===== config.mk =====
export PLATFORM = sky130hd
export DESIGN_NAME = plwd_ram
export DESIGN_NICKNAME = d
export VERILOG_FILES = /design/src/sv/plwd_ram.sv
export SDC_FILE = /design/constraint.sdc
export NUM_CORES = 2
export LEC_CHECK = 0
export ABC_AREA = 1
export BUFFER_PORTS_ARGS = -buffer_cell sky130_fd_sc_hd__buf_2
export CAP_MARGIN = 20
export CORE_MARGIN = 2
export CORE_UTILIZATION = 35
export DETAILED_ROUTE_END_ITERATION = 12
export PLACE_DENSITY = 0.46
export REMOVE_ABC_BUFFERS = 1
export SYNTH_ARGS = -nofsm -noshare
export SYNTH_HDL_FRONTEND = slang
export SYNTH_SLANG_ARGS = --single-unit

===== constraint.sdc =====
create_clock -name clk -period 11.9 [get_ports clk]
set_input_delay 1.19 -clock clk [delete_from_list [all_inputs] [get_ports clk]]
set_output_delay 1.19 -clock clk [all_outputs]
set_load 0.05 [all_outputs]

===== src/sv/plwd_ram.sv =====
// Generic single-write, single-read RAM with registered read data.
// No dependencies.
module plwd_ram #(
  parameter int unsigned WIDTH = 32,
  parameter int unsigned DEPTH = 64
) (
  input  logic                     clk,
  input  logic                     we,
  input  logic [$clog2(DEPTH)-1:0] waddr,
  input  logic [WIDTH-1:0]         wdata,
  input  logic                     re,
  input  logic [$clog2(DEPTH)-1:0] raddr,
  output logic [WIDTH-1:0]         rdata
);

  logic [WIDTH-1:0] mem [DEPTH];

  always_ff @(posedge clk) begin
    if (we) begin
      mem[waddr] <= wdata;
    end
    if (re) begin
      rdata <= mem[raddr];
    end
  end

endmodule


==> results by group <==
Synthesis
  • Seq cells post-synth: 2080
  • Post-Syn Instances: 6769
  • Yosys Warn Count: 0
  • Synth cell types: 15
  • Average size of a mapped cell: between 10 and 15 µm²
  • Largest area contributor in the netlist: edfxtp_1
  • Register area share after synthesis: around three quarters
  • Post-Syn Area: 0.0831 mm²
  • Yosys top cell area share: between 70% and 80%
  • Synth top area cells: edfxtp_1, nand3_1, nand2_1

Die
  • Core Footprint: ~0.24 mm²
  • Die Y: about 490 µm
  • Top Ports: 79
  • DIE AREA: between 0.2 and 0.25 mm²
  • # rows: 178
  • Die width: 491 µm
  • Initial Utilization: 35.2%

Finish
  • Final instance area: 0.0939 mm²
  • Area Growth Syn to Fin: 13.1%
  • Nets: 6832
  • FF/Latch Area: 0.0625 mm²
  • Filler cells: 22.4k
  • Non-filler instance count after layout: 10.1k
  • Combined area of the multi-input logic cells: about 0.019 mm²
  • Share of cells above drive strength 1: 8.61%

Setup path
  • CP max FO: 105
  • Critical path arrival: between 5 and 6 ns
  • Worst setup path class: in2reg
  • CP endpoint kind: flip-flop
  • Worst setup SP type: primary input
  • WP data required: approximately 13 ns

Placed design
  • Dpl cells: 9711
  • Placer congestion estimate: 0.802
  • Placed wire-length estimate: 139 mm
  • IO Port Bufs: 78
  • Place WS: between 6 and 7 ns
  • Area after DPL: 0.0870 mm²

Global routing
  • Initial antenna violation count: 29
  • Remaining Overflow, GRT: 0
  • Vias in the first global route: 51.3k
  • Total track usage: 22.4%
  • First-pass GRT wire length: 390 mm
  • Pin count of the biggest net entering global routing: 184

Clock tree
  • CTS tree: built
  • Clock transition at path regs: roughly 0.06 ns
  • CTS Hold Bufs: 0
  • CTS Sinks: 2080
  • # H-tree levels: 4
  • Postcts setup bufs: 0
  • Post-cts gate resize count: 0
  • Clk Tree Root Cell: clkbuf_16
  • CTS buffer count: 222
  • CTS Buffer Depth: 3
  • Clk_lat worst skew: 0.87 ns

Routing
  • Drt pass-1 iters: 5
  • DR iter-0 viols: around 5.8k
  • Via count: 53.7k
  • Via-to-Cell Ratio: 5.29
  • Antenna viol nets, final: 0
  • Avg WL per Cell: 27.0 µm
  • WL final: 274 mm
  • # DRC: 0

Flow run
  • Max-Cap Viols: 0

STA
  • Maximum clock rate: 0.208 GHz
  • # setup viols final: 0
  • Worst hold margin: 0.915 ns
  • Max-slew violation count: 0
  • Worst Clk Skew: 0.0349 ns
  • Slew margin rel.: 27.2%
  • Setup TNS: 0 ns
  • Post-layout worst setup margin: 7.10 ns
  • RSZ-0062 raised after global routing: false
  • Fin crit share: 40.3%
  • Worst slew pin tran: 1.09 ns
  • Fin crit period: between 4 and 5 ns
  • Final Hold Viols: 0

Power
  • Worst VDD drop: 0.123 mV
  • Power Density: 168 mW/mm²
  • Leak: ~32 nW

Run status
  • Status: finished clean

Hold path
  • HP Class: in2reg
cell families after synthesis:
family,share of synthesized area (%)
simple gates,22.0
flops,75.2
buf+inv,2.77
final timing paths:
path | startpoint | to | slack, ns | cells past startpoint
worst max-delay path | raddr[0] | rdata[24] | 7.10 | 12
worst min-delay path | raddr[5] | rdata[26] | 0.91 | 4
worst max register to register | mem[49][5] | rdata[5] | 9.87 | 8
worst min register to register | mem[20][13] | rdata[13] | 0.93 | 8
cells in the final DEF, fill, tap and decap left out:
cell	count
inv_6	2
nand4_1	9
clkinv_4	2
nand2_1	2248
clkbuf_1	60
clkinv_8	4
nor4_2	8
bufinv_16	11
buf_2	72
clkinv_1	55
buf_12	6
nand3_1	1907
buf_6	1
clkinvlp_4	5
clkinv_16	3
inv_16	6
buf_4	159
inv_8	2
buf_8	3
nor2_4	56
clkinv_2	35
edfxtp_1	2080
diode_2	29
inv_1	7
clkbuf_16	225
layout make-up:
cell class,instances,share of cell area (%)
Antenna cell,29,0.0773
Clock buffer,285,6.23
Clock inverter,120,1.09
Inverter,12,0.0879
Multi-Input combinational cell,4228,20.0
Sequential cell,2080,66.5
Tap cell,3150,4.20
Timing Repair Buffer,241,1.84
critical path: stages:
cell and delay [ns]:
buf_8 0.52, buf_4 0.80, buf_4 0.71, buf_4 0.82, nand2_1 0.10, nand3_1 0.12, nand3_1 0.14, nand3_1 0.14
nand3_1 0.22, nand2_1 0.18, nand2_1 0.14, nand2_1 0.09
per-stage QoR:
step / total power [mW] / util [%]
floorplan: 8.76 / -
global placement: 9.33 / 36.9
detailed placement: 9.33 / 36.9
CTS: 15.9 / 39.8
global route: 16.3 / 39.9
finish: 15.8 / 39.9
sequential cells by signal, summed over array words and instances (netlist names):
name,count
mem,2048
rdata,32
per-layer routing:
metal | share of wire (%) | track usage (%)
met3 | 5.8 | 3.27
met1 | 44 | 31.4
met5 | 0.0062 | 0
met2 | 47 | 35.3
met4 | 3.0 | 7.97
power by group:
part / switching [mW] / leakage [nW] / internal [mW] / total, mW
Sequential: 0.0350 / 18.7 / 8.13 / 8.16
Clock: 2.94 / 3.34 / 3.71 / 6.65
Combinational: 0.802 / 10.4 / 0.209 / 1.01
cell usage after synthesis:
cell / count
inv_1: 9
nor4_1: 8
buf_8: 2
buf_6: 3
nand4_1: 9
nand3_1: 1907
buf_2: 282
nand2_1: 2248
inv_2: 2
clkbuf_1: 77
buf_1: 40
nor2_1: 56
inv_4: 1
buf_4: 45
edfxtp_1: 2080
Power figures use the tool's default switching activity.
