File: src/sv/plwd_pkg.sv
// Package for the position lock window detector: widths, reset values,
// register indexes, the per-tick sample type and the anchor count helper.
// No dependencies.
package plwd_pkg;

  localparam int unsigned WINDOW_DEFAULT       = 50;
  localparam int unsigned ANCHOR_SLOTS_DEFAULT = 8;

  localparam int unsigned SAMPLE_W   = 32;
  localparam int unsigned AXES       = 3;
  localparam int unsigned MASK_W     = 8;
  localparam int unsigned ANCHORS_W  = 4;
  localparam int unsigned CFG_IDX_W  = 2;
  localparam int unsigned CFG_DATA_W = 32;

  localparam logic [SAMPLE_W-1:0]  SPREAD_LIMIT_RESET = 32'd16777;
  localparam logic [ANCHORS_W-1:0] MIN_ANCHORS_RESET  = 4'd4;

  localparam logic [CFG_IDX_W-1:0] REG_SPREAD_LIMIT = 2'd0;
  localparam logic [CFG_IDX_W-1:0] REG_MIN_ANCHORS  = 2'd1;

  // One variance sample per axis: [0] = x, [1] = y, [2] = z.
  typedef logic [AXES-1:0][SAMPLE_W-1:0] axes_t;

  // Control from the sequencer to the min/max unit.
  typedef struct packed {
    logic clear;
    logic update;
  } minmax_ctl_t;

  // Set bits among the first slots positions of the mask.
  function automatic logic [ANCHORS_W-1:0] count_anchors(logic [MASK_W-1:0] mask,
                                                         int unsigned slots);
    logic [ANCHORS_W-1:0] n;
    n = '0;
    for (int unsigned i = 0; i < MASK_W; i++) begin
      if (i < slots) begin
        n = n + ANCHORS_W'(mask[i]);
      end
    end
    return n;
  endfunction

endpackage

File: src/sv/plwd_minmax.sv
// Shared min/max unit: folds one window entry per cycle into running
// per-axis extremes and reports whether every spread is under threshold.
// Depends on plwd_pkg.
module plwd_minmax (
  input  logic                          clk,
  input  plwd_pkg::minmax_ctl_t         ctl,
  input  plwd_pkg::axes_t               sample,
  input  logic [plwd_pkg::SAMPLE_W-1:0] threshold,
  output logic                          spread_ok
);

  plwd_pkg::axes_t lo;
  plwd_pkg::axes_t hi;

  always_ff @(posedge clk) begin
    if (ctl.clear) begin
      lo <= '1;
      hi <= '0;
    end else if (ctl.update) begin
      for (int a = 0; a < plwd_pkg::AXES; a++) begin
        if (sample[a] < lo[a]) begin
          lo[a] <= sample[a];
        end
        if (sample[a] > hi[a]) begin
          hi[a] <= sample[a];
        end
      end
    end
  end

  // Strictly below: a spread equal to the threshold fails.
  always_comb begin
    spread_ok = 1'b1;
    for (int a = 0; a < plwd_pkg::AXES; a++) begin
      if ((hi[a] - lo[a]) >= threshold) begin
        spread_ok = 1'b0;
      end
    end
  end

endmodule

File: config.mk
export PLATFORM = sky130hd
export DESIGN_NAME = plwd_minmax
export DESIGN_NICKNAME = d
export VERILOG_FILES = /design/src/sv/plwd_pkg.sv /design/src/sv/plwd_minmax.sv
export SDC_FILE = /design/constraint.sdc
export NUM_CORES = 1
export LEC_CHECK = 0
export BUFFER_PORTS_ARGS = -buffer_cell sky130_fd_sc_hd__buf_2
export CAP_MARGIN = 20
export CORE_MARGIN = 2
export CORE_UTILIZATION = 60
export CTS_CLUSTER_DIAMETER = 120
export CTS_CLUSTER_SIZE = 25
export DETAILED_ROUTE_END_ITERATION = 7
export PLACE_DENSITY = 0.79
export SLEW_MARGIN = 15
export SYNTH_ARGS = -nofsm -noshare
export SYNTH_HDL_FRONTEND = slang
export SYNTH_SLANG_ARGS = --single-unit
File: constraint.sdc
create_clock -name clk -period 7.3 [get_ports clk]
set_input_delay 0.73 -clock clk [delete_from_list [all_inputs] [get_ports clk]]
set_output_delay 0.73 -clock clk [all_outputs]
set_load 0.05 [all_outputs]
==> run_results.csv, run 1 <==
group,metric,value,unit
die,fp.dieW,186,um
timing,finClkSkew,0.0107,ns
synth,synth-edff-count,0,
synth,synthCells,2462,
die,io_pins,132,
min_path,whs_path_depth,2,
clock_tree,path_clk_slew,0.07,ns
place,place_inst,2960,
routing,vias,17786,
status,status,"completed",
clock_tree,cts_sinks,192,
timing,fmax,173,MHz
global_route,grt_pass1_vias,17694,
setup_path,r2r_slack,4.15,ns
setup_path,path_depth,17,
synth,yosysSeqAreaShare,19.4,%
synth,yosys.area.top_type,"ha_1",
routing,vias_per_cell,5.94,
synth,synth_top_flop_cell,"dfxtp_1",
setup_path,cp_slowest_cell,"or4b_1",
setup_path,cp_top_family,"compound AO/OA/AOI/OAI gates",
timing,fin_setup_tns,0,ns
clock_tree,h-tree-depth,4,
clock_tree,root_buffer,"clkbuf_16",
setup_path,path_buf_inv,2,
clock_tree,postCtsHoldBufs,0,
routing,ant_nets,0,
setup_path,cp_data_arrival_time,5.04,ns
clock_tree,clock_latency,0.47,ns
timing,worst_pin_slew,1.04,ns
min_path,worstHoldStart,"hi[19]$_SDFFE_PP0P_",
place,dpl-instance-area,0.0208,mm^2
timing,final_hold_viol_count,0,
die,rows,66,
clock_tree,clockBufferDepth,2,
timing,rsz0062_at_grt,"false",
setup_path,worst-setup-path-type,"reg -> out",
routing,wl,51600,um
synth,ys_seq_elements,192,
setup_path,reg2regPathDepth,9,
final_layout,num_antenna_cells,0,
global_route,antenna_found_initial,1,
place,hpwl,40500,um
synth,ys_warn_count,0,
timing,setup_viol,0,
timing,fin_crit_sh,79.1,%
global_route,grt_max_degree,221,
setup_path,required,6.57,ns
clock_tree,post_cts_buffers,0,
power_and_ir_drop,p_leak,11.1,nW
synth,syn_nets,2974,
synth,synth.distinct_cells,69,
die,initial_utilization,60.8,%
min_path,hold_class,"reg -> reg",
die,dieArea,0.0344,mm^2
global_route,grt_pass1_wl,84400,um
synth,syn_area,0.0198,mm^2
clock_tree,cts_resized,0,
routing,drt-pass1-iter-count,7,
setup_path,worst-path-max-fanout,5,
run,cap_violations,0,
setup_path,startpoint,"lo[6]$_SDFFE_PP1P_",
final_layout,nNetsFinal,3050,
final_layout,final_cells,2993,
routing,first_iter_violations,1218,
setup_path,path_cells,"inv_1 > ha_1 > a2111o_1 > o21ai_1 > a21oi_1 > o21a_1 > or4b_1 > o2111ai_1 > ha_1 > a21o_1 > a21o_1 > a21oi_1 > nor3_1 > a2111oi_0 > o21ai_0 > nor4_1 > buf_2",
power_and_ir_drop,ir_worst_vdd,0.000190,V
setup_path,reg2reg_from,"hi[29]$_SDFFE_PP0P_",
global_route,gr-total-overflow,0,
power_and_ir_drop,powerDensity,165,mW/mm^2
final_layout,area_growth,8.10,%
setup_path,end_kind,"output pin",
clock_tree,cts_tree,"done",
setup_path,cpPeakStageDelay,0.48,ns
timing,slew_violations,0,
final_layout,drive_above_1_share,7.37,%
place,gp_congestion,0.930,
global_route,grt_use_total,30.2,%
die,die_h,186,um
synth,synth.avg_cell_area,8.04,um^2
clock_tree,cts_buffers,17,
die,core,0.0325,mm^2
final_layout,fillers,2784,
synth,yosysTopAreaCellShare,23.9,%
timing,period_needed,5.77,ns
synth,yosys-top-cells-area,"ha_1 (24%), dfxtp_1 (19%), mux2i_1 (9.7%), nand2b_1 (6.6%), nor2_1 (5.2%)",
final_layout,final_area,0.0214,mm^2
synth,async_flop_share,0,%
setup_path,setup.worst_path.start_class,"flop",
timing,maxSlewHeadroom,31.0,%
routing,route.detailed.drc,0,
routing,wire_per_inst,17.2,um
place,portBuffers,131,
power by group:
group / switching, mW / internal, mW
clock network: 0.456 / 0.549
registers: 0.0623 / 1.13
logic: 0.764 / 0.561
total: 1.28 / 2.24
sequential cells by signal, indices dropped and copies added (netlist names):
signal  cells
lo         96
hi         96
worst register-to-register path, delay by kind of cell, from the launching register on:
family | cells | cell delay [ns]
compound gates | 1 | 0.56
buf+inv | 2 | 0.53
flops | 1 | 0.38
mux | 1 | 0.26
fa+ha+maj | 1 | 0.29
simple gates | 4 | 1.05
path summary, 6_finish.rpt:
path / endpoint
setup / recovery: spread_ok
hold / removal: hi[19]$_SDFFE_PP0P_
setup reg to reg: hi[21]$_SDFFE_PP0P_
hold reg to reg: hi[19]$_SDFFE_PP0P_
metal layers:
metal	wire, um	share of wire (%)	track usage (%)
met5	13	0.025	0
met4	1420	2.7	10.4
met3	3050	5.9	4.62
met2	24500	47	53.3
met1	22600	44	37.5
area by class of cell:
| type | count | area [um^2] | area share, % |
|---|---|---|---|
| repair buffers | 138 | 734 | 3.43 |
| clock buffers | 19 | 443 | 2.07 |
| multi-input cells | 1937 | 14700 | 68.8 |
| clock inverters | 13 | 160 | 0.749 |
| inverters | 252 | 946 | 4.42 |
| well taps | 442 | 553 | 2.59 |
| flip-flops and latches | 192 | 3840 | 18.0 |
cell families after synthesis:
logic type	count (synthesis)	synth area share, %
buffers and inverters	333	6.55
AO/OA/AOI/OAI	519	17.0
XOR/XNOR	81	3.59
adder cells (fa/ha/maj)	381	24.2
AND/OR/NAND/NOR	764	19.6
flip-flops	192	19.4
multiplexers	192	9.71
cells in the mapped netlist (9+ instances only):
library cell	count
xnor2_1	47
nand2_1	85
nand4_1	66
nor2b_1	25
xor2_1	34
a211oi_1	23
o211ai_1	17
clkbuf_1	61
inv_1	252
buf_2	9
buf_4	9
mux2i_1	192
nand3_1	29
o31ai_1	11
nand2b_1	208
o22ai_1	11
dfxtp_1	192
ha_1	378
o21ai_0	71
a21o_1	118
nor2_1	272
a21oi_1	162
and4_1	10
nor3_1	28
o21a_1	24
a31oi_1	18
nor4_1	9
cell usage in the layout (no fill, tap or decap), drive strengths merged, types with 24 or more instances in the layout:
cell type  instances
nand2             85
nand4             66
o21ai             76
mux2i            192
nand2b           208
o21a              24
xor2              34
nand3             29
xnor2             47
a21o             118
nor3              28
dfxtp            192
ha               378
nor2             272
nor2b             25
buf              136
a211oi            25
inv              254
a21oi            163
per-stage QoR:
step                      setup WS [ns]  util, %  hold slack [ns]  power (mW)
final                              1.53     65.7            0.500        3.53
after global routing               1.30     65.7            0.523        3.76
after CTS                          1.69     65.7            0.499        3.53
after detailed placement           2.19     63.9            0.488        2.51
after global placement             2.23     63.9            0.477        2.45
after floorplan                    1.54        -            0.465        2.15
Note: power is estimated with default switching activity, not from simulation.
==> run 2, diff against run 1 <==
Settings changed: CORE_UTILIZATION 60 to 57.
Clock period 7.3 ns to 4.75 ns, I/O delays scaled along.
==> run 2 against run 1 <==
  * The run now ends with negative setup slack left
  * Critical path depth grew 1
  * Register-to-register slack lost 3.0 ns
  * Die area grew 5.2%
  * Cell area grew 5.5%
  * Setup slack lost 1.7 ns
  * Sequential share of layout area shrank 0.87 points
  * Sequential cell count is the same
  * Global-route usage grew 0.38 points
  * Clock power grew 54%
  * Count of clock-buffer cells in the layout is the same
  * Utilization shrank 0.066 points
  * Non-clock buffer count grew 56
  * Critical endpoint unchanged
  * Largest cell class unchanged
==> run_results.csv, run 2 (same netlist as run 1, synthesis figures left out) <==
group,metric,value,unit
status,status,"finished, violations left",
status,violations,"negative setup slack",
setup_path,r2r_slack,1.12,ns
global_route,grt_pass1_vias,18381,
global_route,gr-total-overflow,0,
global_route,grt_max_degree,160,
power_and_ir_drop,ir_worst_vdd,0.000281,V
timing,slew_violations,0,
clock_tree,postCtsHoldBufs,0,
die,die_h,190,um
die,fp.dieW,190,um
routing,vias_per_cell,5.93,
timing,period_needed,4.89,ns
power_and_ir_drop,p_leak,11.5,nW
final_layout,drive_above_1_share,13.9,%
setup_path,reg2reg_from,"hi[47]$_SDFFE_PP0P_",
setup_path,end_kind,"output pin",
clock_tree,cts_sinks,192,
die,core,0.0344,mm^2
routing,first_iter_violations,1094,
setup_path,worst-path-max-fanout,3,
clock_tree,root_buffer,"clkbuf_16",
final_layout,post-route-util,65.7,%
routing,drt-pass1-iter-count,6,
global_route,grt_use_total,30.6,%
routing,route.detailed.drc,0,
global_route,antenna_found_initial,0,
timing,hold_slack,0.299,ns
final_layout,num_antenna_cells,0,
run,cap_violations,0,
clock_tree,cts_buffers,17,
global_route,grt_pass1_wl,89900,um
setup_path,path_cells,"inv_2 > ha_4 > inv_1 > fa_2 > nand3_1 > a21oi_2 > o31ai_4 > o31ai_2 > a221o_1 > a2111o_1 > and3_1 > ha_1 > nand4_1 > nor2_1 > a2111oi_4 > o21ai_2 > nor4_4 > buf_12",
timing,rsz0062_at_grt,"true",
final_layout,final_area,0.0226,mm^2
min_path,hold_class,"in -> reg",
routing,wire_per_inst,17.8,um
setup_path,cp_slowest_cell,"a2111o_1",
place,portBuffers,131,
timing,fin_setup_tns,-0.139,ns
min_path,worstHoldStart,"sample[43]",
place,gp_congestion,0.932,
final_layout,top_regs,"hi (96), lo (96)",
clock_tree,cts_tree,"done",
setup_path,worst-setup-path-type,"reg -> out",
timing,maxSlewHeadroom,30.8,%
clock_tree,path_clk_slew,0.08,ns
min_path,hold_path_end,"hi[43]$_SDFFE_PP0P_",
setup_path,cpPeakStageDelay,0.41,ns
routing,wl,54600,um
timing,fmax,205,MHz
die,io_pins,132,
setup_path,reg2regPathDepth,10,
timing,worst_pin_slew,1.04,ns
place,dpl-instance-area,0.0211,mm^2
timing,finClkSkew,0.0146,ns
die,dieArea,0.0362,mm^2
setup_path,cp_data_arrival_time,4.41,ns
routing,ant_nets,0,
die,rows,68,
clock_tree,clock_latency,0.47,ns
final_layout,area_growth,14.1,%
clock_tree,h-tree-depth,4,
die,initial_utilization,57.6,%
timing,fin_crit_sh,103,%
power_and_ir_drop,total_power,5.64,mW
setup_path,setup.worst_path.start_class,"flop",
final_layout,final_cell_mix,"ha_1 (352), nor2_1 (272), inv_1 (247)",
setup_path,r2r_end,"hi[44]$_SDFFE_PP0P_",
final_layout,nNetsFinal,3106,
routing,vias,18170,
timing,setup_viol,1,
setup_path,required,4.28,ns
min_path,whs_path_depth,3,
timing,final_hold_viol_count,0,
clock_tree,clockBufferDepth,2,
final_layout,final_common_cell,"ha_1",
power_and_ir_drop,powerDensity,250,mW/mm^2
place,hpwl,41900,um
timing,finalWorstSetupSlack,-0.139,ns
==> run 2: cell count changes in the layout (fill, tap and decap cells not counted), moves of 7 or more <==
cell      change
dfxtp_1      -11
ha_2          +8
a21oi_1      -24
ha_4         +18
a211oi_2      +7
o21ai_2       +7
a211oi_1      -7
ha_1         -26
o21ai_0      -12
buf_4        +55
dfxtp_2      +10
a21oi_2      +21
==> run 2: per-stage QoR <==
| stage | std cells | worst slack [ns] |
|---|---|---|
| finish | 3062 | -0.139 |
| global route | 3062 | -0.305 |
| CTS | 3059 | -0.121 |
| detailed placement | 3007 | 0.0239 |
| global placement | 3007 | 0.141 |
| floorplan | 2462 | 0.0546 |
==> run 2: layout make-up <==
cell class              count  area (um^2)
inverters                 252          948
fillers                  2811        11800
multi-input cells        1937        15400
clock inverters            13          148
repair buffers            194         1190
well taps                 455          569
flip-flops and latches    192         3860
clock buffers              19          453
==> run 2: power by group <==
group / switching [mW] / leakage, nW / internal (mW) / total (mW)
sequential: 0.105 / 1.58 / 1.74 / 1.85
clock: 0.721 / 0.301 / 0.815 / 1.54
combinational: 1.27 / 9.58 / 0.982 / 2.25
==> run 2: worst max-delay path, delay by kind of cell, from the launching register on <==
kind	cells	cell delay, ns
AO/OA/AOI/OAI	7	1.72
adder cells (fa/ha/maj)	3	0.75
buffers and inverters	3	0.31
AND/OR/NAND/NOR	5	0.83
flip-flops	1	0.34
==> run 2: timing repair <==
action	in CTS	in global routing
pin swaps	56	31
gates resized for setup	101	50
buffers inserted	21	3
setup endpoints to repair	1	1
==> run 2: how the worst max path moves through the flow <==
stage	startpoint	endpoint	slack, ns	depth (start not counted)
floorplan	hi[0]$_SDFFE_PP0P_	spread_ok	0.05	17
detailed placement	lo[0]$_SDFFE_PP1P_	spread_ok	0.02	17
global placement	hi[32]$_SDFFE_PP0P_	spread_ok	0.14	20
CTS	hi[0]$_SDFFE_PP0P_	spread_ok	-0.12	18
finish	hi[0]$_SDFFE_PP0P_	spread_ok	-0.14	18
global route	lo[12]$_SDFFE_PP1P_	spread_ok	-0.30	17
==> run 2: per-layer routing <==
layer	wire, um	global-route usage, %	vias to the layer above
met5	0	0	-
met4	2460	15.1	0
met3	2850	5.43	146
met2	26000	53.1	525
met1	23300	36.4	8585
li1	-	-	8914
